**config.mk**
```make
export PLATFORM = sky130hd
export DESIGN_NAME = debounced_fault_monitor
export DESIGN_NICKNAME = d
export VERILOG_FILES = /design/src/rtl/core/dfm_pkg.sv /design/src/rtl/core/dfm_cfg.sv /design/src/rtl/core/dfm_check.sv /design/src/rtl/core/debounced_fault_monitor.sv
export SDC_FILE = /design/constraint.sdc
export NUM_CORES = 1
export LEC_CHECK = 0
export BUFFER_PORTS_ARGS = -buffer_cell sky130_fd_sc_hd__buf_2
export CAP_MARGIN = 20
export CORE_ASPECT_RATIO = 1.2
export CORE_MARGIN = 5
export CORE_UTILIZATION = 45
export DETAILED_ROUTE_END_ITERATION = 12
export MAX_ROUTING_LAYER = met4
export PLACE_DENSITY = 0.73
export SKIP_LAST_GASP = 1
export SLEW_MARGIN = 20
export SYNTH_ARGS = -nofsm -noshare
export SYNTH_HDL_FRONTEND = slang
export SYNTH_SLANG_ARGS = --single-unit
```
**constraint.sdc**
```tcl
create_clock -name clk -period 10.7 [get_ports clk]
set_input_delay 1.07 -clock clk [delete_from_list [all_inputs] [get_ports clk]]
set_output_delay 1.07 -clock clk [all_outputs]
set_load 0.03 [all_outputs]
```
**src/rtl/core/dfm_pkg.sv**
```systemverilog
// Package for the debounced fault monitor: config struct, register indexes,
// reset values, fault codes and port widths. No dependencies.
`timescale 1ns / 1ps

package dfm_pkg;

  // Default counter width.
  localparam int COUNT_BITS_DEF = 8;

  // Field widths.
  localparam int GAS_W     = 10;
  localparam int TEMP_W    = 16;
  localparam int PERSIST_W = 8;

  // Stream data widths (packed fields rounded up to whole bytes).
  localparam int IN_FIELDS_W  = GAS_W + 1 + TEMP_W + 3;
  localparam int IN_DATA_W    = ((IN_FIELDS_W + 7) / 8) * 8;
  localparam int OUT_FIELDS_W = 4;
  localparam int OUT_DATA_W   = ((OUT_FIELDS_W + 7) / 8) * 8;

  // Configuration port.
  localparam int CFG_INDEX_W = 3;
  localparam int CFG_DATA_W  = 16;

  localparam logic [CFG_INDEX_W-1:0] CFG_GAS_HIGH_LIMIT  = 3'd0;
  localparam logic [CFG_INDEX_W-1:0] CFG_TEMP_HIGH_LIMIT = 3'd1;
  localparam logic [CFG_INDEX_W-1:0] CFG_TEMP_VALID_MAX  = 3'd2;
  localparam logic [CFG_INDEX_W-1:0] CFG_ANALOG_PERSIST  = 3'd3;
  localparam logic [CFG_INDEX_W-1:0] CFG_PIN_PERSIST     = 3'd4;

  // Reset values.
  localparam logic [GAS_W-1:0]     GAS_HIGH_LIMIT_RST  = 10'h300;
  localparam logic [TEMP_W-1:0]    TEMP_HIGH_LIMIT_RST = 16'd800;
  localparam logic [TEMP_W-1:0]    TEMP_VALID_MAX_RST  = 16'd1200;
  localparam logic [PERSIST_W-1:0] ANALOG_PERSIST_RST  = 8'd20;
  localparam logic [PERSIST_W-1:0] PIN_PERSIST_RST     = 8'd10;

  typedef struct packed {
    logic [GAS_W-1:0]     gas_high_limit;
    logic [TEMP_W-1:0]    temp_high_limit;
    logic [TEMP_W-1:0]    temp_valid_max;
    logic [PERSIST_W-1:0] analog_persist_count;
    logic [PERSIST_W-1:0] pin_persist_count;
  } cfg_t;

  typedef struct packed {
    logic [GAS_W-1:0]  gas_sample;
    logic              gas_timeout;
    logic [TEMP_W-1:0] temp_reading;
    logic              store_level_ok;
    logic              second_level_ok;
    logic              leak_ok;
  } sample_t;

  typedef enum logic [2:0] {
    FC_SAFE         = 3'd0,
    FC_GAS_FAIL     = 3'd1,
    FC_GAS_HIGH     = 3'd2,
    FC_TEMP_HIGH    = 3'd3,
    FC_TEMP_FAIL    = 3'd4,
    FC_STORE_LOW    = 3'd5,
    FC_SECOND_LEVEL = 3'd6,
    FC_LEAK         = 3'd7
  } fault_code_t;

endpackage

```
**src/rtl/core/dfm_cfg.sv**
```systemverilog
// Configuration register file of the fault monitor.
// Depends on dfm_pkg.
`timescale 1ns / 1ps

module dfm_cfg
  import dfm_pkg::*;
(
  input  logic                   clk,
  input  logic                   rst_n,
  input  logic                   cfg_we,
  input  logic [CFG_INDEX_W-1:0] cfg_index,
  input  logic [CFG_DATA_W-1:0]  cfg_wdata,
  output cfg_t                   cfg
);

  cfg_t cfg_r;

  always_ff @(posedge clk) begin
    if (!rst_n) begin
      cfg_r.gas_high_limit       <= GAS_HIGH_LIMIT_RST;
      cfg_r.temp_high_limit      <= TEMP_HIGH_LIMIT_RST;
      cfg_r.temp_valid_max       <= TEMP_VALID_MAX_RST;
      cfg_r.analog_persist_count <= ANALOG_PERSIST_RST;
      cfg_r.pin_persist_count    <= PIN_PERSIST_RST;
    end else if (cfg_we) begin
      case (cfg_index)
        CFG_GAS_HIGH_LIMIT:  cfg_r.gas_high_limit       <= cfg_wdata[GAS_W-1:0];
        CFG_TEMP_HIGH_LIMIT: cfg_r.temp_high_limit      <= cfg_wdata[TEMP_W-1:0];
        CFG_TEMP_VALID_MAX:  cfg_r.temp_valid_max       <= cfg_wdata[TEMP_W-1:0];
        CFG_ANALOG_PERSIST:  cfg_r.analog_persist_count <= cfg_wdata[PERSIST_W-1:0];
        CFG_PIN_PERSIST:     cfg_r.pin_persist_count    <= cfg_wdata[PERSIST_W-1:0];
        default: ;
      endcase
    end
  end

  assign cfg = cfg_r;

endmodule

```
**src/rtl/core/dfm_check.sv**
```systemverilog
// Persistence counters and prioritized fault checks of the fault monitor.
// Depends on dfm_pkg.
`timescale 1ns / 1ps

module dfm_check
  import dfm_pkg::*;
#(
  parameter int COUNT_BITS = COUNT_BITS_DEF
) (
  input  logic        clk,
  input  logic        rst_n,
  input  cfg_t        cfg,
  input  sample_t     smp,
  input  logic        commit,   // counters take their new values
  output fault_code_t code
);

  // Compare width covers both the counter and the 8-bit persistence limit.
  localparam int CMP_W = (COUNT_BITS > PERSIST_W) ? COUNT_BITS : PERSIST_W;

  typedef logic [COUNT_BITS-1:0] cnt_t;

  cnt_t gas_fail_r,  gas_fail_nxt;
  cnt_t gas_high_r,  gas_high_nxt;
  cnt_t temp_high_r, temp_high_nxt;
  cnt_t temp_fail_r, temp_fail_nxt;
  cnt_t store_r,     store_nxt;
  cnt_t second_r,    second_nxt;
  cnt_t leak_r,      leak_nxt;

  fault_code_t code_c;

  function automatic cnt_t sat_inc(input cnt_t c);
    sat_inc = (c == {COUNT_BITS{1'b1}}) ? c : cnt_t'(c + 1'b1);
  endfunction

  function automatic logic reached(input cnt_t c, input logic [PERSIST_W-1:0] lim);
    reached = (CMP_W'(c) >= CMP_W'(lim));
  endfunction

  always_comb begin
    logic done;
    logic temp_bad;
    done          = 1'b0;
    code_c        = FC_SAFE;
    gas_fail_nxt  = gas_fail_r;
    gas_high_nxt  = gas_high_r;
    temp_high_nxt = temp_high_r;
    temp_fail_nxt = temp_fail_r;
    store_nxt     = store_r;
    second_nxt    = second_r;
    leak_nxt      = leak_r;
    temp_bad      = (smp.temp_reading > cfg.temp_valid_max) || (smp.temp_reading == '0);

    // gas: timeout beats high sample
    if (smp.gas_timeout) begin
      gas_fail_nxt = sat_inc(gas_fail_r);
      if (reached(gas_fail_nxt, cfg.analog_persist_count)) begin
        done   = 1'b1;
        code_c = FC_GAS_FAIL;
      end
    end else if (smp.gas_sample >= cfg.gas_high_limit) begin
      gas_high_nxt = sat_inc(gas_high_r);
      if (reached(gas_high_nxt, cfg.analog_persist_count)) begin
        done   = 1'b1;
        code_c = FC_GAS_HIGH;
      end
    end else begin
      gas_fail_nxt = '0;
      gas_high_nxt = '0;
    end

    // temperature: read failure beats high
    if (!done) begin
      if (temp_bad) begin
        temp_fail_nxt = sat_inc(temp_fail_r);
        if (reached(temp_fail_nxt, cfg.analog_persist_count)) begin
          done   = 1'b1;
          code_c = FC_TEMP_FAIL;
        end
      end else if (smp.temp_reading > cfg.temp_high_limit) begin
        temp_high_nxt = sat_inc(temp_high_r);
        if (reached(temp_high_nxt, cfg.analog_persist_count)) begin
          done   = 1'b1;
          code_c = FC_TEMP_HIGH;
        end
      end else begin
        temp_high_nxt = '0;
        temp_fail_nxt = '0;
      end
    end

    if (!done) begin
      if (!smp.store_level_ok) begin
        store_nxt = sat_inc(store_r);
        if (reached(store_nxt, cfg.pin_persist_count)) begin
          done   = 1'b1;
          code_c = FC_STORE_LOW;
        end
      end else begin
        store_nxt = '0;
      end
    end

    if (!done) begin
      if (!smp.second_level_ok) begin
        second_nxt = sat_inc(second_r);
        if (reached(second_nxt, cfg.pin_persist_count)) begin
          done   = 1'b1;
          code_c = FC_SECOND_LEVEL;
        end
      end else begin
        second_nxt = '0;
      end
    end

    if (!done) begin
      if (!smp.leak_ok) begin
        leak_nxt = sat_inc(leak_r);
        if (reached(leak_nxt, cfg.pin_persist_count)) begin
          code_c = FC_LEAK;
        end
      end else begin
        leak_nxt = '0;
      end
    end
  end

  always_ff @(posedge clk) begin
    if (!rst_n) begin
      gas_fail_r  <= '0;
      gas_high_r  <= '0;
      temp_high_r <= '0;
      temp_fail_r <= '0;
      store_r     <= '0;
      second_r    <= '0;
      leak_r      <= '0;
    end else if (commit) begin
      gas_fail_r  <= gas_fail_nxt;
      gas_high_r  <= gas_high_nxt;
      temp_high_r <= temp_high_nxt;
      temp_fail_r <= temp_fail_nxt;
      store_r     <= store_nxt;
      second_r    <= second_nxt;
      leak_r      <= leak_nxt;
    end
  end

  assign code = code_c;

endmodule

```
**src/rtl/core/debounced_fault_monitor.sv**
```systemverilog
// Top level of the debounced fault monitor: input register, checks, result register.
// Depends on dfm_pkg, dfm_cfg and dfm_check.
`timescale 1ns / 1ps

// One input transfer is one sample tick: gas ADC value, conversion timeout,
// temperature reading and three active-low pins (level, second level, leak).
// Seven saturating persistence counters qualify the faults in fixed priority
// (gas fail, gas high, temp fail, temp high, store low, second level, leak);
// the first counter that reaches its persistence count ends the tick and its
// code is reported with unsafe = 1, and counters of later checks hold. A clean
// reading clears its counters. Each tick yields exactly one result transfer.
// Throughput is one tick per clock while out_tready stays high; the result is
// offered after its input transfer passes the input register, the counter
// update and then the result register. While a result waits on out_tready the
// input register can still take one tick, so one tick of buffering sits on each
// side and in_tready drops only when both are full. Configuration writes take
// effect on the next edge and should be issued only while no tick is in flight.

module debounced_fault_monitor
  import dfm_pkg::*;
#(
  parameter int COUNT_BITS = COUNT_BITS_DEF
) (
  input  logic                   clk,
  input  logic                   rst_n,
  // [9:0] gas_sample, [10] gas_timeout, [26:11] temp_reading,
  // [27] store_level_ok, [28] second_level_ok, [29] leak_ok, [31:30] zero
  input  logic [IN_DATA_W-1:0]   in_tdata,
  input  logic                   in_tvalid,
  output logic                   in_tready,
  // [0] unsafe, [3:1] fault_code, [7:4] zero
  output logic [OUT_DATA_W-1:0]  out_tdata,
  output logic                   out_tvalid,
  input  logic                   out_tready,
  input  logic                   cfg_we,
  input  logic [CFG_INDEX_W-1:0] cfg_index,
  input  logic [CFG_DATA_W-1:0]  cfg_wdata
);

  cfg_t        cfg;
  sample_t     smp_r;
  logic        smp_valid_r;
  logic        chk_fire;
  fault_code_t chk_code;
  fault_code_t code_r;
  logic        out_valid_r;

  dfm_cfg u_cfg (
    .clk       (clk),
    .rst_n     (rst_n),
    .cfg_we    (cfg_we),
    .cfg_index (cfg_index),
    .cfg_wdata (cfg_wdata),
    .cfg       (cfg)
  );

  // Stage moves forward when the result register is empty or being drained.
  assign chk_fire  = smp_valid_r && (!out_valid_r || out_tready);
  assign in_tready = !smp_valid_r || chk_fire;

  // Input register: payload needs no reset.
  always_ff @(posedge clk) begin
    if (in_tvalid && in_tready) begin
      smp_r.gas_sample      <= in_tdata[GAS_W-1:0];
      smp_r.gas_timeout     <= in_tdata[GAS_W];
      smp_r.temp_reading    <= in_tdata[GAS_W+1 +: TEMP_W];
      smp_r.store_level_ok  <= in_tdata[GAS_W+1+TEMP_W];
      smp_r.second_level_ok <= in_tdata[GAS_W+2+TEMP_W];
      smp_r.leak_ok         <= in_tdata[GAS_W+3+TEMP_W];
    end
  end

  always_ff @(posedge clk) begin
    if (!rst_n) begin
      smp_valid_r <= 1'b0;
    end else if (in_tready) begin
      smp_valid_r <= in_tvalid;
    end
  end

  dfm_check #(
    .COUNT_BITS (COUNT_BITS)
  ) u_check (
    .clk    (clk),
    .rst_n  (rst_n),
    .cfg    (cfg),
    .smp    (smp_r),
    .commit (chk_fire),
    .code   (chk_code)
  );

  // Result register.
  always_ff @(posedge clk) begin
    if (chk_fire) begin
      code_r <= chk_code;
    end
  end

  always_ff @(posedge clk) begin
    if (!rst_n) begin
      out_valid_r <= 1'b0;
    end else if (chk_fire) begin
      out_valid_r <= 1'b1;
    end else if (out_tready) begin
      out_valid_r <= 1'b0;
    end
  end

  assign out_tvalid = out_valid_r;
  assign out_tdata  = {(OUT_DATA_W - OUT_FIELDS_W)'(0), code_r, (code_r != FC_SAFE)};

endmodule

```
Yosys cells after proc, flatten, opt, wreduce, memory -nomap -nowiden
Index checks and enable logic that the tools add are counted. W data, S select, Z words.

Register bits after elaboration: 149. Input bits: 56. Output and inout bits: 10. Logic and storage cells: 131.

Add/subtract/negate cells: 7. $lt $le $gt $ge: 10. Equal/unequal tests: 13. Mux-type cells: 51. Bitwise operators: 6. Reduce and logical (&&, ||, !) cells: 23.

Operator list (number): $mux W8 (16); $add A8 B1 Y8 const B (7); $eq A8 B8 Y1 const B (7); $ge A8 B8 Y1 (7); $mux W3 (16); $gt A16 B16 Y1 (2); $reduce_and A2 Y1 (10); $mux W1 (18); $logic_not A16 Y1 (1); $ge A10 B10 Y1 (1); $eq A3 B2 Y1 const B (2); $not A1 Y1 (6); $reduce_and A3 Y1 (2); $eq A3 B1 Y1 const B (1); $eq A3 B3 Y1 const B (1); $logic_not A3 Y1 (1); $logic_or A1 B1 Y1 (3); $reduce_bool A3 Y1 (1); $logic_and A1 B1 Y1 (2); $logic_not A1 Y1 (2); $mux W2 (1); $ne A2 B1 Y1 const B (1); $ne A2 B2 Y1 const B (1); $reduce_bool A2 Y1 (1).

Depth between registers and ports, before layout
Gate-level depths: netlist (run 1).

Depth in word-level cells: 19. Mapped depth: 16.

Modules after synthesis
Synthesis (run 1) repeated with hierarchy kept, for this count alone.

Cell total of the unflattened synthesis: 995. Area total of the unflattened synthesis: 8999.9 µm².

Modules (own cells, without submodules): dfm_check (instances 1, cells an instance 726, area an instance 5604.1 µm², seq. area each 1121.1 µm²); dfm_cfg (instances 1, cells an instance 221, area an instance 2260.9 µm², seq. area each 1161.1 µm²); debounced_fault_monitor (instances 1, cells an instance 48, area an instance 1134.8 µm², seq. area each 1031.0 µm²).

Least setup slack after synthesis (run 1)
Ideal clock, no wire load.

Path type: register to register. Start point: register u_check.gas_high_r[0]. End point: register u_check.leak_r[0]. Setup time: 0.123 ns. Data arrival time: 3.266 ns. Data required time: 10.577 ns. Slack: 7.311 ns. Cell stages (with the launch flop): 15. Path buffers: 0. Period minus slack after synthesis: 3.389 ns. Cells stage by stage: dfxtp_1 > ha_1 > nand2_1 > nor2_1 > nand3_1 > mux2_2 > ha_1 > a211o_1 > a31oi_1 > o21ai_1 > a311oi_1 > o211ai_1 > a21oi_4 > nand4_4 > mux2i_1.

Longest elaborated chain between the ends: 11.

RTL lines: from (decl) (RTL line dfm_check.sv:24) `cnt_t gas_high_r, gas_high_nxt;`; from (signal assigned) (RTL line dfm_check.sv:140) `gas_high_r <= gas_high_nxt;`; $add A8 B1 Y8 or $eq A8 B8 Y1 (tied branches) (RTL line dfm_check.sv:34) `sat_inc = (c == {COUNT_BITS{1'b1}}) ? c : cnt_t'(c + 1'b1);`; $mux W8 * (RTL line dfm_check.sv:34); $ge A8 B8 Y1 * (RTL line dfm_check.sv:38) `reached = (CMP_W'(c) >= CMP_W'(lim));`; $mux W1 * (RTL line dfm_check.sv:64) `if (reached(gas_high_nxt, cfg.analog_persist_count)) begin`; $mux W1 * (RTL line dfm_check.sv:62) `end else if (smp.gas_sample >= cfg.gas_high_limit) begin`; $mux W1 * (RTL line dfm_check.sv:56) `if (smp.gas_timeout) begin`; $mux W1 * (RTL line dfm_check.sv:74) `if (!done) begin`; $mux W1 * (RTL line dfm_check.sv:93) `if (!done) begin`; $mux W1 * (RTL line dfm_check.sv:105) `if (!done) begin`; $not A1 Y1 (no line) *; $reduce_and A2 Y1 (no line) *; to (signal assigned) (RTL line dfm_check.sv:145) `leak_r <= leak_nxt;`; to (decl) (RTL line dfm_check.sv:29) `cnt_t leak_r, leak_nxt;`.

Mark *: on every way between the ends. The rest lies on a longest branch, timed or not. A chain may end at the register's enable or synchronous reset.

Worst setup path in the final report (run 1)
Start point: register u_check.gas_high_r[0]. End point: register u_check.temp_fail_r[3].

Longest elaborated chain between the ends: 8.

RTL lines: $add A8 B1 Y8 or $eq A8 B8 Y1 (tied branches) (RTL line dfm_check.sv:34); $mux W8 * (RTL line dfm_check.sv:34); $ge A8 B8 Y1 * (RTL line dfm_check.sv:38); $mux W1 * (RTL line dfm_check.sv:64); $mux W1 * (RTL line dfm_check.sv:62); $mux W1 * (RTL line dfm_check.sv:56); $not A1 Y1 (no line) *; $reduce_and A3 Y1 (no line) *; to (signal assigned) (RTL line dfm_check.sv:142) `temp_fail_r <= temp_fail_nxt;`; to (decl) (RTL line dfm_check.sv:26) `cnt_t temp_fail_r, temp_fail_nxt;`.

Marked as above.

==> out/metrics.csv, run 1 <==
metric;value;unit
RSZ-0062 raised after global routing;false;
Rows;56;
Fmax achieved;237.2;MHz
initial cell density of the core;45.59;%
DR vias/cell;5.447;
initial DRC count;377;
Cell variety after synth;64;
Largest delay share family, worst path;compound AO/OA/AOI/OAI gates;
PD cells;130.9;nW/um2
Seq/Total Area, Yosys;37.31;%
GRT Overall Usage;18.45;%
max_slew headroom;33.19;%
Synth area leaders;dfxtp_1 26%, ha_1 15%, edfxtp_1 11%, nand2_1 7.8%, a21boi_0 3.6%;
total congestion overflow;0;
pin count of the biggest net entering global routing;76;
Final Total Pwr;1.308;mW
Tcrit/Tclk final;39.39;%
HPWL Detailed;14580;um
Die ar.;22660;um2
area share of the largest cell type after synthesis;26.15;%
LEAKAGE;3.966;nW
WP data required;11.04;ns
post-route ant nets;0;
fraction of layout cells with a size suffix above 1;10.41;%
TritonCTS Buffers;17;
GP Congestion;0.8770;
num ports;66;
Post-synth top cells;185 x nand2_1, 116 x dfxtp_1, 105 x ha_1, 64 x inv_1, 54 x nor2_1;
largest area contributor in the netlist;dfxtp_1;
post-route DRC violation count;0;
Worst-path clk slew;0.06;ns
met3 GRT Util;2.854;%
GR Util met2;32.26;%
Critical Path Fanout Max;10;
worst hold path class;flip-flop to flip-flop;
Max stage delay on crit path;0.66;ns
CP cell instances;ha_1 > nand2_1 > nor2_1 > nand3_1 > mux2_2 > ha_1 > a211o_1 > a31oi_1 > o21ai_1 > a311oi_1 > o211ai_1 > nor2_1 > o21ai_0 > a21oi_1;
# clock sinks;149;
Setup Skew;0.008521;ns
CTS Hold Bufs;0;
CTS tree;built;
clock root cell;clkbuf_16;
# port buffers;59;
Post-CTS Setup Repair Bufs;0;
Die X-Extent;138.2;um
Final Slew Violations;0;
Max-cap violations;0;
Vert. Die Dim;163.9;um
TNS Setup;0;ns
total core area;19480;um2
worst skew pair latency;0.42;ns
Crit Path Category;flip-flop to flip-flop;
WL/cell;15.11;um
Layout Nets;1224;
Synth Instances;1010;
via count;7282;
drt pass-1 iters;5;
critical path's slowest cell;nor2_1;
initial antenna violation count;0;
post_cts resized;0;
Top FF cell, synth;dfxtp_1;
htree depth;4;
grt peak-use layer;met2;
# setup viols final;0;
worst-margin pin slew;0.9913;ns
Layout area overhead;12.54;%
Yosys reg bits;149;
CP Capture Type;flip-flop;
GR Util met1;21.98;%
CP startpoint kind;flip-flop;
Async S/R FF share, synth;0;%
minimum clock period;4.215;ns
final hold violation count;0;
Worst VDD drop;0.1254;mV
outcome;completed;
Detailed Route WL;20200;um
Post-Syn Area;8881;um2
arrival time at the worst endpoint;4.56;ns
syn_area_per_cell;8.793;um2
EDFF count, synth;33;
Ys Warns;0;
clk buf depth;2;
first-pass GRT wire length;33740;um
number of global-route vias before repair;7070;
CP Buf/Inv Count;0;
most frequent cell after synthesis;nand2_1;
number of diodes;0;
==> state kept, by name (all words and copies together) (netlist names) <==
name and cells:
u_check.gas_high_r 8, u_cfg.cfg 58, u_check.leak_r 8, u_check.gas_fail_r 8
out_tvalid 1, code_r 3, u_check.temp_fail_r 8, smp_valid_r 1
u_check.store_r 8, u_check.temp_high_r 8, smp_r 30, u_check.second_r 8
==> logic make-up (layout without fill, tap and decap cells) <==
logic type	Yosys count	after routing	share of synthesized area, %
flops	149	149	37.31
buf+inv	96	159	4.269
xor+xnor	25	25	2.465
mux	32	32	3.719
other cells	1	4	0.04222
fa+ha+maj	105	105	14.79
simple gates	390	390	20.88
compound gates	212	212	16.53
==> stage by stage <==
| step | hold slack, ns | area (um2) | util (%) | setup WS (ns) | instances |
|---|---|---|---|---|---|
| finish | 0.4625 | 9995 | 51.31 | 6.485 | 1337 |
| global placement | 0.4475 | 9405 | 48.28 | 6.666 | 1305 |
| CTS | 0.4661 | 9995 | 51.31 | 6.520 | 1337 |
| global route | 0.4767 | 9995 | 51.31 | 6.165 | 1337 |
| detailed placement | 0.4578 | 9405 | 48.28 | 6.556 | 1305 |
| floorplan | 0.4363 | 8892 | - | 7.311 | 1013 |
==> metal layers <==
| metal | routed length (um) | vias to the layer above | share of wire, % |
|---|---|---|---|
| li1 | - | 3689 | - |
| met1 | 9089 | 3391 | 45 |
| met2 | 9972 | 160 | 49 |
| met3 | 706 | 42 | 3.5 |
| met4 | 435 | 0 | 2.2 |
| met5 | 0 | - | 0 |
==> tightest hold or removal path, delay by kind of cell, from the launching register on <==
| kind | cells | cell delay, ns |
|---|---|---|
| DFF | 1 | 0.31 |
| and+or+nand+nor | 1 | 0.05 |
| muxes | 1 | 0.05 |
==> layout make-up <==
cell class	instances	area [um2]
flip-flops and latches	149	3313
inverters	64	240.2
well taps	261	326.6
fillers	1839	9484
multi-input cells	768	5200
repair buffers	63	325.3
clock inverters	8	97.59
clock buffers	24	491.7
==> cell usage in the layout (no fill, tap or decap), types with 10 or more instances in the layout <==
master,netlist,layout
mux2i_1,24,24
nand2_1,185,185
a31oi_1,10,10
and2_1,10,10
a21boi_0,43,43
ha_1,105,105
o211ai_1,19,19
inv_1,64,64
xnor2_1,23,23
nand4_1,22,22
a21oi_1,52,52
edfxtp_1,33,33
nand3_1,29,29
o21ai_0,19,19
nor2b_1,31,31
clkbuf_16,0,17
and3_1,10,10
nor2_1,54,54
buf_2,0,59
nand2b_1,11,11
a22oi_1,22,22
dfxtp_1,116,116
==> power by group <==
part / total, mW / leakage, nW / switching [mW] / internal, mW
combinational: 0.107 / 2.42 / 0.0656 / 0.0418
sequential: 0.601 / 1.26 / 0.0105 / 0.590
clock: 0.600 / 0.284 / 0.232 / 0.368
total: 1.31 / 3.97 / 0.309 / 1.00
==> path summary, 6_finish.rpt <==
kind                               from                      to  slack, ns  depth (start not counted)
setup reg to reg  u_check.gas_high_r[0]  u_check.temp_fail_r[3]       6.48                         14
hold reg to reg      u_check.store_r[6]      u_check.store_r[6]       0.46                          2
setup / recovery  u_check.gas_high_r[0]  u_check.temp_fail_r[3]       6.48                         14
hold / removal       u_check.store_r[6]      u_check.store_r[6]       0.46                          2
Power figures use the tool's default switching activity.
==> inputs of run 2 (changes only) <==
Clock period 10.7 ns to 4.3 ns, I/O delays scaled along.
==> run 2 against run 1 <==
Effect of this change: fmax up 10%; sequential share of layout area down 0.15 points; die area did not move; critical path type unchanged; largest cell class unchanged.
==> out/metrics.csv, run 2 (synthesized netlist as in run 1, its figures left out) <==
metric;value;unit
Fmax achieved;261.6;MHz
PD cells;328.2;nW/um2
CP Capture Type;flip-flop;
Die X-Extent;138.2;um
minimum clock period;3.823;ns
clk buf depth;2;
Worst Slack Setup Final;0.4775;ns
initial DRC count;551;
post-route ant nets;0;
fillers;1816;
Met1 Wirelength;8984;um
outcome;completed;
Layout area overhead;13.05;%
initial cell density of the core;45.59;%
RSZ-0062 raised after global routing;false;
pin count of the biggest net entering global routing;66;
TritonCTS Buffers;17;
initial antenna violation count;0;
first-pass GRT wire length;33140;um
Die ar.;22660;um2
fraction of layout cells with a size suffix above 1;11.02;%
# port buffers;59;
worst-margin pin slew;0.7946;ns
Worst VDD drop;0.2934;mV
final hold violation count;0;
Largest delay share family, worst path;compound AO/OA/AOI/OAI gates;
Tcrit/Tclk final;88.90;%
Crit path top cell by count;ha_1;
max layer used;met4;
met2 WL post-DR;9907;um
Detailed Route WL;20210;um
Crit Path Category;flip-flop to flip-flop;
num ports;66;
CP Buf/Inv Count;1;
max reg flops;58;
WL/cell;15.07;um
post_cts resized;0;
WP data required;4.60;ns
drt pass-1 iters;5;
total core area;19480;um2
CTS tree;built;
TNS Setup;0;ns
DR vias/cell;5.489;
worst hold path class;input port to flip-flop;
commonest non-fill, non-tap cell in the layout;nand2_1;
worst skew pair latency;0.42;ns
Post-CTS Setup Repair Bufs;0;
HPWL Detailed;14830;um
clock root cell;clkbuf_16;
number of global-route vias before repair;7020;
# clock sinks;149;
# setup viols final;0;
Max stage delay on crit path;0.45;ns
met3 WL;808;um
GRT Overall Usage;18.35;%
Final Slew Violations;0;
via count;7361;
max_slew headroom;46.89;%
critical path's slowest cell;a311oi_1;
CP startpoint kind;flip-flop;
most frequent cells in the layout;185 x nand2_1, 116 x dfxtp_1, 105 x ha_1;
Max-cap violations;0;
Rows;56;
Critical Path Fanout Max;8;
Vert. Die Dim;163.9;um
total congestion overflow;0;
Layout Nets;1228;
GP Congestion;0.8858;
htree depth;4;
arrival time at the worst endpoint;4.12;ns
Worst-path clk slew;0.06;ns
CTS Hold Bufs;0;
Setup Skew;0.008991;ns
post-route DRC violation count;0;
LEAKAGE;3.996;nW
number of diodes;0;
CP cell instances;ha_1 > nand2_1 > nor2_1 > nand3_1 > mux2_2 > ha_1 > a211o_1 > a31oi_1 > o21ai_1 > a311oi_1 > o211ai_1 > buf_4 > a21oi_4 > nand4_4 > mux2i_1;
pre-CTS WS;0.5127;ns
-- run 2: changes by cell type in the layout (fill, tap and decap cells not counted), sizes merged --
cell      previous run  this run
buf                 63        67
bufinv               2         3
clkbuf              24        18
clkinv               3         6
clkinvlp             2         1
inv                 65        68
-- run 2: worst paths after layout --
| check | startpoint | endpoint | slack (ns) | cells past startpoint |
|---|---|---|---|---|
| worst min register to register | u_check.store_r[6] | u_check.store_r[6] | 0.46 | 2 |
| worst min-delay path | in_tdata[0] | smp_r[20] | 0.18 | 1 |
| worst max-delay path | u_check.gas_high_r[0] | u_check.leak_r[5] | 0.48 | 15 |
| worst max register to register | u_check.gas_high_r[0] | u_check.leak_r[5] | 0.48 | 15 |
-- run 2: layout make-up --
cell class | instances | area [um2] | area share (%)
clock inverter | 14 | 175.2 | 1.745
multi-input combinational | 768 | 5200 | 51.79
timing repair buffer | 67 | 355.3 | 3.539
tap | 261 | 326.6 | 3.253
sequential | 149 | 3313 | 33.00
inverter | 64 | 240.2 | 2.393
clock buffer | 18 | 429.2 | 4.275
-- run 2: report_power, final --
group / switching, mW / leakage (nW) / internal (mW)
clock: 0.611 / 0.296 / 0.919
sequential: 0.0265 / 1.26 / 1.47
combinational: 0.164 / 2.44 / 0.106
total: 0.801 / 4.00 / 2.49
-- run 2: layer usage --
| layer | up-vias | track usage, % |
|---|---|---|
| met4 | 0 | 6.649 |
| met1 | 3441 | 22.01 |
| met2 | 171 | 31.51 |
| li1 | 3710 | - |
| met5 | - | - |
| met3 | 39 | 2.825 |
-- run 2: per-stage QoR --
step	util [%]	instances	hold WS (ns)	instance area (um2)	power, mW
final	51.54	1341	0.1768	10040	3.295
after global routing	51.54	1341	0.1589	10040	3.424
after CTS	51.54	1341	0.1608	10040	3.321
after detailed placement	48.44	1309	0.4527	9435	1.793
after global placement	48.44	1309	0.4465	9435	1.785
after floorplan	-	1013	0.4363	8892	1.697
